==> src/design/tlef_pkg.sv <==
// Package with the types and byte codes of the terminal log escape filter.
`timescale 1ns / 1ps

package tlef_pkg;

    typedef enum logic [1:0] {
        ESC_NORMAL = 2'd0,
        ESC_AFTER  = 2'd1,
        ESC_CSI    = 2'd2,
        ESC_OSC    = 2'd3
    } esc_state_t;

    localparam logic [7:0] CHAR_BEL       = 8'h07;
    localparam logic [7:0] CHAR_LF        = 8'h0A;
    localparam logic [7:0] CHAR_CR        = 8'h0D;
    localparam logic [7:0] CHAR_ESC       = 8'h1B;
    localparam logic [7:0] CHAR_LBRACKET  = 8'h5B;
    localparam logic [7:0] CHAR_BACKSLASH = 8'h5C;
    localparam logic [7:0] CHAR_RBRACKET  = 8'h5D;
    localparam logic [7:0] CSI_FINAL_LO   = 8'h40;
    localparam logic [7:0] CSI_FINAL_HI   = 8'h7E;

    typedef struct packed {
        logic [7:0] out_byte;
        logic       line_start;
    } result_t;

endpackage

==> src/design/tlef_intf.sv <==
// Valid/ready channel interfaces for the input, result and configuration streams.
`timescale 1ns / 1ps

interface tlef_in_if;
    logic       valid;
    logic       ready;
    logic [7:0] data_byte;

    modport source (output valid, output data_byte, input ready);
    modport sink (input valid, input data_byte, output ready);
endinterface

interface tlef_out_if;
    logic       valid;
    logic       ready;
    logic [7:0] out_byte;
    logic       line_start;

    modport source (output valid, output out_byte, output line_start, input ready);
    modport sink (input valid, input out_byte, input line_start, output ready);
endinterface

interface tlef_cfg_if;
    logic valid;
    logic ready;
    logic filter_mode;

    modport source (output valid, output filter_mode, input ready);
    modport sink (input valid, input filter_mode, output ready);
endinterface

==> src/design/terminal_log_escape_filter.sv <==
// Top level of the terminal log escape filter: parser state, result register and checks.
// Output: a kept byte appears on dout in the cycle after its input transaction.
// Throughput: one byte per cycle; the single result register lets a new byte in
// whenever that register is empty or is being read in the same cycle.
// Reset: rst_n clears the parser to normal text at a line start, with filter mode on
// and the result register empty. Configuration writes are taken in every cycle.
`timescale 1ns / 1ps

module terminal_log_escape_filter (
    input  logic            clk,
    input  logic            rst_n,
    tlef_in_if.sink         din,
    tlef_out_if.source      dout,
    tlef_cfg_if.sink        cfg
);

    logic                 filter_mode_reg;
    logic                 cr_pending_reg, cr_pending_next;
    tlef_pkg::esc_state_t esc_state_reg, esc_state_next;
    logic                 osc_esc_seen_reg, osc_esc_seen_next;
    logic                 at_line_start_reg, at_line_start_next;
    logic                 out_valid_reg;
    tlef_pkg::result_t    result_reg, result_next;
    logic                 emit;
    logic                 in_fire;
    logic [7:0]           ch;

    assign ch        = din.data_byte;
    assign din.ready = !out_valid_reg || dout.ready;
    assign in_fire   = din.valid && din.ready;
    assign cfg.ready = 1'b1;

    assign dout.valid      = out_valid_reg;
    assign dout.out_byte   = result_reg.out_byte;
    assign dout.line_start = result_reg.line_start;

    always_comb
    begin
        cr_pending_next    = cr_pending_reg;
        esc_state_next     = esc_state_reg;
        osc_esc_seen_next  = osc_esc_seen_reg;
        at_line_start_next = at_line_start_reg;
        emit               = 1'b0;
        result_next.out_byte   = ch;
        result_next.line_start = at_line_start_reg;

        if (!filter_mode_reg)
        begin
            emit = 1'b1;
            result_next.line_start = 1'b0;
        end
        else if (cr_pending_reg && ch == tlef_pkg::CHAR_LF)
        begin
            // CR LF collapses to LF, whatever the escape parser is doing.
            cr_pending_next    = 1'b0;
            emit               = 1'b1;
            at_line_start_next = 1'b1;
        end
        else if (ch == tlef_pkg::CHAR_CR)
        begin
            // A lone CR before this one is dropped; this one becomes pending.
            cr_pending_next = 1'b1;
        end
        else
        begin
            cr_pending_next = 1'b0;
            unique case (esc_state_reg)
                tlef_pkg::ESC_NORMAL:
                begin
                    if (ch == tlef_pkg::CHAR_ESC)
                    begin
                        esc_state_next = tlef_pkg::ESC_AFTER;
                    end
                    else
                    begin
                        emit               = 1'b1;
                        at_line_start_next = (ch == tlef_pkg::CHAR_LF);
                    end
                end
                tlef_pkg::ESC_AFTER:
                begin
                    if (ch == tlef_pkg::CHAR_LBRACKET)
                    begin
                        esc_state_next = tlef_pkg::ESC_CSI;
                    end
                    else if (ch == tlef_pkg::CHAR_RBRACKET)
                    begin
                        esc_state_next    = tlef_pkg::ESC_OSC;
                        osc_esc_seen_next = 1'b0;
                    end
                    else
                    begin
                        esc_state_next = tlef_pkg::ESC_NORMAL;
                    end
                end
                tlef_pkg::ESC_CSI:
                begin
                    if (ch >= tlef_pkg::CSI_FINAL_LO && ch <= tlef_pkg::CSI_FINAL_HI)
                    begin
                        esc_state_next = tlef_pkg::ESC_NORMAL;
                    end
                end
                tlef_pkg::ESC_OSC:
                begin
                    if (osc_esc_seen_reg)
                    begin
                        if (ch == tlef_pkg::CHAR_BACKSLASH)
                        begin
                            esc_state_next = tlef_pkg::ESC_NORMAL;
                        end
                        osc_esc_seen_next = 1'b0;
                    end
                    else if (ch == tlef_pkg::CHAR_BEL)
                    begin
                        esc_state_next = tlef_pkg::ESC_NORMAL;
                    end
                    else if (ch == tlef_pkg::CHAR_ESC)
                    begin
                        osc_esc_seen_next = 1'b1;
                    end
                end
                default:
                begin
                    esc_state_next = tlef_pkg::ESC_NORMAL;
                end
            endcase
        end
    end

    always_ff @(posedge clk or negedge rst_n)
    begin
        if (!rst_n)
        begin
            filter_mode_reg   <= 1'b1;
            cr_pending_reg    <= 1'b0;
            esc_state_reg     <= tlef_pkg::ESC_NORMAL;
            osc_esc_seen_reg  <= 1'b0;
            at_line_start_reg <= 1'b1;
            out_valid_reg     <= 1'b0;
        end
        else
        begin
            if (cfg.valid && cfg.ready)
            begin
                filter_mode_reg <= cfg.filter_mode;
            end
            if (in_fire)
            begin
                cr_pending_reg    <= cr_pending_next;
                esc_state_reg     <= esc_state_next;
                osc_esc_seen_reg  <= osc_esc_seen_next;
                at_line_start_reg <= at_line_start_next;
                out_valid_reg     <= emit;
            end
            else if (dout.ready)
            begin
                out_valid_reg <= 1'b0;
            end
        end
    end

    always_ff @(posedge clk)
    begin
        if (in_fire && emit)
        begin
            result_reg <= result_next;
        end
    end

    // Raw mode passes the transaction straight into the result register.
    assert property (@(posedge clk) disable iff (!rst_n)
        in_fire && !filter_mode_reg |=>
            dout.valid && dout.out_byte == $past(din.data_byte) && !dout.line_start)
        else $error("raw mode byte not passed through");

    // Inside a sequence, only the LF of a CR LF pair may produce a result.
    assert property (@(posedge clk) disable iff (!rst_n)
        in_fire && filter_mode_reg && esc_state_reg != tlef_pkg::ESC_NORMAL &&
        din.data_byte != tlef_pkg::CHAR_LF |=> !dout.valid)
        else $error("byte inside an escape sequence was emitted");

    // A CR in filter mode is always held back as pending.
    assert property (@(posedge clk) disable iff (!rst_n)
        in_fire && filter_mode_reg && din.data_byte == tlef_pkg::CHAR_CR |=>
            cr_pending_reg && !dout.valid)
        else $error("CR not held as pending");

endmodule
==> src/flat_wrapper.sv <==
// flat-port wrapper written by rule: the top's interface ports become plain ports
module terminal_log_escape_filter_flat 
  (clk, rst_n, din_valid, din_data_byte, din_ready, dout_valid, dout_out_byte, dout_line_start, dout_ready, cfg_valid, cfg_filter_mode, cfg_ready);
  tlef_in_if din_i ();
  tlef_out_if dout_i ();
  tlef_cfg_if cfg_i ();
  input  logic clk;
  input  logic rst_n;
  input wire logic [$bits(din_i.valid)-1:0] din_valid;
  input wire logic [$bits(din_i.data_byte)-1:0] din_data_byte;
  output wire logic [$bits(din_i.ready)-1:0] din_ready;
  output wire logic [$bits(dout_i.valid)-1:0] dout_valid;
  output wire logic [$bits(dout_i.out_byte)-1:0] dout_out_byte;
  output wire logic [$bits(dout_i.line_start)-1:0] dout_line_start;
  input wire logic [$bits(dout_i.ready)-1:0] dout_ready;
  input wire logic [$bits(cfg_i.valid)-1:0] cfg_valid;
  input wire logic [$bits(cfg_i.filter_mode)-1:0] cfg_filter_mode;
  output wire logic [$bits(cfg_i.ready)-1:0] cfg_ready;
  assign din_i.valid = din_valid;
  assign din_i.data_byte = din_data_byte;
  assign din_ready = din_i.ready;
  assign dout_valid = dout_i.valid;
  assign dout_out_byte = dout_i.out_byte;
  assign dout_line_start = dout_i.line_start;
  assign dout_i.ready = dout_ready;
  assign cfg_i.valid = cfg_valid;
  assign cfg_i.filter_mode = cfg_filter_mode;
  assign cfg_ready = cfg_i.ready;
  terminal_log_escape_filter u_core (.clk(clk), .rst_n(rst_n), .din(din_i), .dout(dout_i), .cfg(cfg_i));
endmodule
==> config.mk <==
export PLATFORM = sky130hd
export DESIGN_NAME = terminal_log_escape_filter_flat
export DESIGN_NICKNAME = d
export VERILOG_FILES = /design/src/design/tlef_pkg.sv /design/src/design/tlef_intf.sv /design/src/design/terminal_log_escape_filter.sv /design/src/flat_wrapper.sv
export SDC_FILE = /design/constraint.sdc
export NUM_CORES = 1
export LEC_CHECK = 0
export ABC_AREA = 1
export BUFFER_PORTS_ARGS = -buffer_cell sky130_fd_sc_hd__buf_2
export CORE_MARGIN = 2
export CORE_UTILIZATION = 45
export CTS_CLUSTER_DIAMETER = 30
export DETAILED_ROUTE_END_ITERATION = 6
export HOLD_SLACK_MARGIN = 0.12
export PLACE_DENSITY = 0.85
export SLEW_MARGIN = 15
export SYNTH_ARGS = -nofsm -noshare
export SYNTH_HDL_FRONTEND = slang
export SYNTH_SLANG_ARGS = --single-unit
==> constraint.sdc <==
create_clock -name clk -period 1.3 [get_ports clk]
set_input_delay 0.13 -clock clk [delete_from_list [all_inputs] [get_ports clk]]
set_output_delay 0.13 -clock clk [all_outputs]
set_load 0.05 [all_outputs]
# Yosys cells after proc, flatten, opt, wreduce, memory -nomap -nowiden
# Index checks and enable logic that the tools add are counted.
# totals
mem_bits_rw,0
regBits,16
latch_bits,0
mem_count,0
elab_cells,71
in_bits,14
out_inout_bits,12
romBits,0
# classes
n_div,0
reduce_logical,14
n_lt_le_gt_ge,2
n_mux,27
n_bitwise,2
multipliers,0
eq_ne,18
add_sub_neg,0
shifts,0
# ops
cell,n
"equality test 8 x 7 -> 1 bit, second input constant",3
2-to-1 mux 1 bit,18
"equality test 8 x 4 -> 1 bit, second input constant",2
2-to-1 mux 2 bit,7
"!= test 2 x 1 -> 1 bit, second input constant",5
"equality test 8 x 3 -> 1 bit, second input constant",1
"equality test 8 x 5 -> 1 bit, second input constant",1
">= comparator 8 x 7 -> 1 bit, second input constant",1
"less-or-equal comparator 8 x 7 -> 1 bit, second input constant",1
case mux 2 bit (4 select lines),1
AND reduction 8 bit,1
AND reduction 7 bit,1
nonzero test 2 bit,3
AND reduction 5 bit,1
"equality test 2 bit, second input constant",2
logical AND 1 bit,4
"!= test 3 x 1 -> 1 bit, second input constant",1
"!= test 3 bit, second input constant",1
"equality test 2 x 1 -> 1 bit, second input constant",1
logical NOT 2 bit,1
"!= test 2 bit, second input constant",1
inverter 1 bit,2
case mux 1 bit (2 select lines),1
AND reduction 2 bit,1
2 further kinds,2

# Logic depth before layout (Yosys ltp)
# Gate-level depths: netlist (run 1).
# depth
depth_word,7
ltp_mapped,10

# Worst setup path after synthesis (run 1)
# OpenSTA, ideal clock, no wires.
# synth_path
path_type,reg-to-reg
start,register u_core.out_valid_reg (netlist: u_core.dout.valid)
end,"register u_core.result_reg, in the netlist u_core.dout.line_start (enable)"
synth_period_minus_slack_ps,1652
stages_incl_launch_ff,6
setup_slack_ps,-352
required_ps,971
n_path_buf,0
arrival_ps,1323
path_cell_list,dfrtp_1 -> nand2_2 -> nand2_2 -> inv_1 -> nand2_1 -> inv_1
# synth_between
elab_chain_cells,4
# synth_lines
item,line_no,rtl
from (decl),terminal_log_escape_filter.sv:22,logic out_valid_reg;
from (signal assigned),terminal_log_escape_filter.sv:153,out_valid_reg <= emit;
logical NOT 1 bit,terminal_log_escape_filter.sv:29,assign din.ready = !out_valid_reg || dout.ready;
logical OR 1 bit,terminal_log_escape_filter.sv:29,
named net din_ready,flat_wrapper.sv:11,output wire logic [$bits(din_i.ready)-1:0] din_ready;
logical AND 1 bit,terminal_log_escape_filter.sv:30,assign in_fire = din.valid && din.ready;
logical AND 1 bit,terminal_log_escape_filter.sv:164,if (in_fire && emit)
to (signal assigned),terminal_log_escape_filter.sv:166,result_reg <= result_next;
to (decl),terminal_log_escape_filter.sv:23,"tlef_pkg::result_t result_reg, result_next;"
# The timed path passes the listed nets, and every way through them passes these cells.
# A chain may end at the register's enable or synchronous reset.

# Worst setup path after layout (run 1)
# layout_path
start,register u_core.esc_state_reg[1]
end,"register u_core.result_reg, in the netlist u_core.dout.out_byte[3] (enable)"
# layout_between
elab_chain_cells,6
# layout_lines
item,line_no,rtl
from (decl),terminal_log_escape_filter.sv:19,"tlef_pkg::esc_state_t esc_state_reg, esc_state_next;"
from (signal assigned),terminal_log_escape_filter.sv:136,esc_state_reg <= tlef_pkg::ESC_NORMAL;
from (signal assigned),terminal_log_escape_filter.sv:150,esc_state_reg <= esc_state_next;
logical NOT 2 bit,terminal_log_escape_filter.sv:67,unique case (esc_state_reg)
2-to-1 mux 1 bit,terminal_log_escape_filter.sv:67,
2-to-1 mux 1 bit,terminal_log_escape_filter.sv:59,else if (ch == tlef_pkg::CHAR_CR)
2-to-1 mux 1 bit,terminal_log_escape_filter.sv:52,else if (cr_pending_reg && ch == tlef_pkg::CHAR_LF)
2-to-1 mux 1 bit,terminal_log_escape_filter.sv:47,if (!filter_mode_reg)
logical AND 1 bit,terminal_log_escape_filter.sv:164,
# No other way between the ends.

==> flow_summary.json, run 1 <==
{
  "status": "finished with violations",
  "violations": "setup timing",
  "final_util_pct": 69.6,
  "syn_inst": 113,
  "h-tree-depth": 1,
  "drc": 0,
  "grt_pass1_wl_um": 3460,
  "ys_top_cells_by_count": "38 x nand2_1, 19 x inv_1, 9 x edfxtp_1, 8 x nand2_2, 7 x nor2_1",
  "slowest_stage": "dfrtp_1",
  "dr.pass1.iters": 4,
  "insertion_delay_ns": 0.29,
  "finalHoldViolCount": 0,
  "worstPathArrival_ns": 1.35,
  "ys_ff_latch": 16,
  "multi_input_area_um2": 423,
  "clockBufferDepth": 2,
  "drv_cap": 0,
  "antenna_found_initial": 0,
  "io_pins": 26,
  "fillers": 154,
  "die-area_um2": 2440,
  "final_cell_area_um2": 1370,
  "synth-edff-count": 9,
  "synth_top_cells_by_area": "edfxtp_1 29%, nand2_1 15%, dfrtp_1 13%",
  "hpwl_um": 1480,
  "nets": 182,
  "drtIter0Drc": 23,
  "area_growth_pct": 47.2,
  "antennaDiodeCount": 0,
  "drv_slew": 0,
  "yosys.area.top_type": "edfxtp_1",
  "cts_tree": "yes",
  "synth-async-reset-ratio_pct": 43.8,
  "clk_pin_slew_worst_paths_ns": 0.09,
  "largest_register_ffs": 8,
  "power.density_nw_per_um2": 1200,
  "crit_path_cell_trace": "nor2_2, nand2_2, o21ai_2, nand2_1, nand2_2, nand2_4, clkinvlp_4",
  "place_area_um2": 1180,
  "peakVddDrop_uv": 726,
  "worstPathMaxFanout": 4,
  "netlist_area_um2": 927,
  "place_congestion": 0.847,
  "cp-start-kind": "register",
  "yosys_warnings": 0,
  "overflow": 0,
  "fmax_ghz": 0.749,
  "root_buffer": "clkbuf_4",
  "core_region_area_um2": 1960,
  "syn-num-nets": 127,
  "vias_per_cell": 4.55,
  "crit_path_frequent_cell": "nand2_2",
  "regArea_um2": 449,
  "fin_ws_ns": -0.0359,
  "routed_wl_um": 2260,
  "synth_top_area_share_pct": 29.1,
  "ys_seq_area_share_pct": 48.3,
  "cp.required_ns": 1.32,
  "leakagePower_nw": 0.668,
  "die_w_um": 49.4,
  "ys.flop_type": "edfxtp_1",
  "finalCritPeriodShare_pct": 103,
  "period_needed_ns": 1.34,
  "io_buffers": 24,
  "start_util_pct": 47.3,
  "die_y_um": 49.4,
  "setup_viol_count_final": 9,
  "rsz0062_at_grt": "true",
  "vias": 882,
  "synth_most_common_cell": "nand2_1",
  "cts.sinks": 16,
  "hp-class": "in2reg",
  "ys_types": 23,
  "numCtsBuffers": 3,
  "wire_per_inst_um": 11.6,
  "cpPeakStageDelay_ns": 0.40,
  "finalNonFillerCells": 194,
  "drive_gt1_share_pct": 43.1,
  "final.setup_skew_ns": 0.00207,
  "dp.cells": 174,
  "ant_nets": 0,
  "grt_pass1_vias": 815,
  "gr-usage-all-layers_pct": 18.8,
  "final.setup.tns_ns": -0.183,
  "critical_path_class": "reg2reg",
  "synth.avg_cell_area_um2": 8.20,
  "row_count": 16,
  "end_kind": "register",
  "grt_max_degree": 10
}
-- stage by stage --
step           power, mW  hold slack (ns)  setup slack (ns)
2_1_floorplan       1.06           -0.166           -0.0530
3_3_place_gp        1.22          -0.0242           -0.0121
3_5_place_dp        1.25          -0.0228           -0.0662
4_1_cts             1.56            0.127           0.00241
5_1_grt             1.73            0.179           -0.0972
6_report            1.64            0.165           -0.0359
-- final timing paths --
path / startpoint / endpoint / slack [ns] / cells after the start
setup / recovery: u_core.esc_state_reg[1] / u_core.dout.out_byte[3] / -0.04 / 7
setup reg to reg: u_core.esc_state_reg[1] / u_core.dout.out_byte[3] / -0.04 / 7
min in group asynchronous: rst_n / u_core.dout.valid / 0.21 / 2
max in group asynchronous: rst_n / u_core.filter_mode_reg / 0.86 / 2
hold reg to reg: u_core.at_line_start_reg / u_core.at_line_start_reg / 0.48 / 2
hold / removal: dout_ready / u_core.dout.valid / 0.16 / 4
-- metal layers --
layer	up-vias	GRT usage, %	share of wire, %
li1	453	-	-
met1	396	20.7	41
met2	26	35.4	51
met3	7	3.68	4.5
met4	0	6.94	2.9
met5	-	0	0
-- final cells by class --
cell class | instances | area share [%]
clock inverters | 1 | 0.275
well taps | 27 | 2.47
clock buffers | 3 | 1.65
repair inverters | 1 | 0.550
multi-input cells | 75 | 31.0
repair buffers | 50 | 25.1
inverters | 21 | 6.05
flip-flops and latches | 16 | 32.9
-- placed cells by master (no fill, tap or decap), types with 2 or more instances in the layout --
cell type	count
a21oi_1	2
buf_2	24
buf_4	15
clkbuf_4	3
dfrtp_1	4
dfstp_2	2
dlygate4sd3_1	11
edfxtp_1	9
inv_1	17
inv_2	2
nand2_1	36
nand2_2	7
nand2_4	3
nand3_2	2
nand4_1	3
nor2_1	6
nor2_2	4
nor2_4	3
o21ai_1	2
-- power breakdown --
part | switching (mW) | total, mW | internal [mW]
combinational | 0.449 | 0.710 | 0.261
sequential | 0.0366 | 0.654 | 0.618
clock | 0.163 | 0.274 | 0.112
-- cell families after synthesis --
group / count (synthesis) / synth area share (%)
other cells: 1 / 0.404
simple gates: 67 / 37.4
buf+inv: 22 / 9.45
flops: 16 / 48.3
compound gates: 7 / 4.45
-- critical path, delay by kind of cell, from the launching register on --
kind	cells	cell delay, ns
buf+inv	1	0.11
compound gates	1	0.07
simple gates	5	0.46
flops	1	0.40
-- timing repair --
item	4_1_cts	5_1_grt
buffers inserted	0	4
endpoints found under the hold margin	14	2
hold buffers	9	2
gates resized for setup	3	3
endpoints found under the setup margin	9	11
pin swaps	0	6
gates cloned	1	0
Note: power is estimated with default switching activity, not from simulation.
==> run 2: changes to the inputs <==
--- a/config.mk
+++ b/config.mk
@@ -5,10 +5,9 @@
 export SDC_FILE = /design/constraint.sdc
 export NUM_CORES = 1
 export LEC_CHECK = 0
-export ABC_AREA = 1
 export BUFFER_PORTS_ARGS = -buffer_cell sky130_fd_sc_hd__buf_2
 export CORE_MARGIN = 2
-export CORE_UTILIZATION = 45
+export CORE_UTILIZATION = 44
 export CTS_CLUSTER_DIAMETER = 30
 export DETAILED_ROUTE_END_ITERATION = 6
 export HOLD_SLACK_MARGIN = 0.12
==> constraint.sdc (replaced) <==
create_clock -name clk -period 1.3 [get_ports clk]
set_input_delay 0 -clock clk [delete_from_list [all_inputs] [get_ports clk]]
set_output_delay 0 -clock clk [all_outputs]
set_load 0.05 [all_outputs]
==> run 2 against run 1 <==
The flow still finishes with violations (setup timing). Die area is 5.8% lower. Worst setup slack lost 0.15 ns. Register-to-register slack got worse by 0.15 ns. Utilization is 13 points higher. Area after synthesis is 8.4% lower. Synthesized cell count down 32%. Clock-buffer cell count rose by 1. Combinational power fell by 54%. Clock skew increased by 0.0020 ns. Highest routed layer unchanged. Global-route usage grew 11 points.
==> flow_summary.json, run 2 <==
{
  "worstPathMaxFanout": 5,
  "drc": 0,
  "ant_nets": 0,
  "fillers": 102,
  "whs_ns": 0.176,
  "cp-start-kind": "register",
  "die_w_um": 47.9,
  "power_mw": 1.26,
  "synth-edff-count": 9,
  "critical_path_class": "reg2reg",
  "overflow": 0,
  "finalNonFillerCells": 171,
  "power.density_nw_per_um2": 858,
  "vias_per_cell": 5.82,
  "nets": 161,
  "synth_most_common_cell": "edfxtp_1",
  "clk_pin_slew_worst_paths_ns": 0.10,
  "dp.cells": 148,
  "grt_max_degree": 10,
  "finalHoldViolCount": 0,
  "end_kind": "register",
  "ys_seq_area_share_pct": 52.7,
  "dr.pass1.iters": 4,
  "hp-class": "in2async",
  "numCtsBuffers": 3,
  "grt_pass1_vias": 987,
  "status": "finished with violations",
  "synth-async-reset-ratio_pct": 43.8,
  "drive_gt1_share_pct": 55.5,
  "ys.flop_type": "edfxtp_1",
  "start_util_pct": 48.2,
  "place_congestion": 0.834,
  "synth.avg_cell_area_um2": 11.0,
  "synth_top_cells_by_area": "edfxtp_1 32%, dfrtp_1 15%, dfstp_2 6.2%",
  "setup_viol_count_final": 15,
  "root_buffer": "clkbuf_4",
  "gr-usage-all-layers_pct": 29.7,
  "clockBufferDepth": 2,
  "cp.required_ns": 1.33,
  "antenna_found_initial": 0,
  "syn-num-nets": 91,
  "violations": "setup timing",
  "leakagePower_nw": 0.635,
  "final.setup_skew_ns": 0.00410,
  "area_growth_pct": 72.5,
  "ys_types": 36,
  "die-area_um2": 2300,
  "yosys.area.top_type": "edfxtp_1",
  "rr_startpoint": "u_core.esc_state_reg[0]",
  "routed_wl_um": 3470,
  "fmax_ghz": 0.675,
  "synth_top_area_share_pct": 31.8,
  "layout_commonest_cell": "buf_4",
  "ys_ff_latch": 16,
  "worstSetupStartpoint": "u_core.esc_state_reg[0]",
  "rsz0062_at_grt": "true",
  "h-tree-depth": 1,
  "peakVddDrop_uv": 750,
  "yosys_warnings": 0,
  "syn_inst": 77,
  "cts.sinks": 16,
  "vias": 995,
  "hpwl_um": 1700,
  "core_region_area_um2": 1760,
  "ys_top_cells_by_count": "9 x edfxtp_1, 7 x o21ai_0, 6 x nand2_1, 6 x nand3_1, 5 x dfrtp_1",
  "die_y_um": 47.9,
  "worstPathArrival_ns": 1.51,
  "row_count": 15,
  "final.setup.tns_ns": -2.08,
  "drv_cap": 0,
  "cts_tree": "yes",
  "grt_pass1_wl_um": 4570,
  "io_buffers": 24,
  "finalCritPeriodShare_pct": 114,
  "drv_slew": 0,
  "antennaDiodeCount": 0,
  "fin_ws_ns": -0.182,
  "final_cell_mix": "25 x buf_4, 23 x buf_2, 13 x dlygate4sd3_1",
  "period_needed_ns": 1.48,
  "drtIter0Drc": 51,
  "io_pins": 26,
  "insertion_delay_ns": 0.30,
  "netlist_area_um2": 850,
  "wire_per_inst_um": 20.3,
  "largest_register_ffs": 8
}
run 2: changes by cell type after synthesis, sizes merged, moves of 2 or more:
cell    delta
inv       -18
nand4      -3
or3        +3
and4bb     +2
nor3       +3
o31ai      +4
o21ai      +4
nand3      +3
or2b       +2
and2       +2
nand2     -41
nor2      -11
run 2: metrics by stage:
step	instance area [um2]	utilization (%)	worst slack, ns
3_5_place_dp	1190	67.7	-0.300
3_3_place_gp	1190	67.7	-0.191
6_report	1470	83.0	-0.182
2_1_floorplan	878	-	-0.288
4_1_cts	1420	80.6	-0.0924
5_1_grt	1470	83.0	-0.207
run 2: path summary, 6_finish.rpt:
path | to | slack [ns] | cells past startpoint
worst max-delay path | u_core.dout.out_byte[3] | -0.18 | 5
worst min-delay path | u_core.at_line_start_reg | 0.18 | 2
worst max register to register | u_core.dout.out_byte[3] | -0.18 | 5
worst min register to register | u_core.osc_esc_seen_reg | 0.58 | 2
max in group asynchronous | u_core.dout.valid | 0.40 | 3
min in group clk | u_core.osc_esc_seen_reg | 0.19 | 4
run 2: cells by family (layout without fill, tap and decap cells):
family | Yosys count | count (layout) | synth area share, %
xor gates and xnor gates | 1 | 1 | 1.03
buffers and inverters | 3 | 71 | 1.77
and+or+nand+nor | 33 | 34 | 25.8
AOI/OAI and AO/OA | 22 | 22 | 16.9
muxes | 1 | 1 | 1.33
DFF | 16 | 16 | 52.7
other | 1 | 1 | 0.441
run 2: layout make-up:
class	instances	area [um2]	share of cell area, %
inverter	2	7.51	0.512
clock buffer	4	36.3	2.48
multi-input combinational	59	459	31.3
timing repair buffer	65	482	32.9
sequential	16	449	30.7
tap	25	31.3	2.13
run 2: what timing repair did:
item                       4_1_cts  5_1_grt
hold endpoints to repair        17        0
gates cloned                     1        0
pin swaps                        4        5
setup endpoints to repair       10       15
buffers inserted                 3        2
resized for setup               10       11
hold buffers                    13        0
run 2: worst max-delay path, stage by stage, from the launching register on:
cell and delay (ns):
dfrtp_1 0.42, nor2_2 0.14, o21ai_1 0.09, a21o_1 0.19
nand3_2 0.13, and3_4 0.24
run 2: per-layer routing:
metal	track usage [%]	wire [um]	vias up	share of wire [%]
li1	-	-	436	-
met2	52.0	1650	86	48
met4	18.4	168	0	4.8
met5	0	0	-	0
met3	9.43	315	26	9.1
met1	30.4	1330	447	38
run 2: where the power goes:
| part | internal [mW] | switching, mW | total [mW] |
|---|---|---|---|
| clock network | 0.171 | 0.179 | 0.350 |
| registers | 0.564 | 0.0133 | 0.578 |
| logic | 0.142 | 0.188 | 0.330 |
| total | 0.878 | 0.380 | 1.26 |
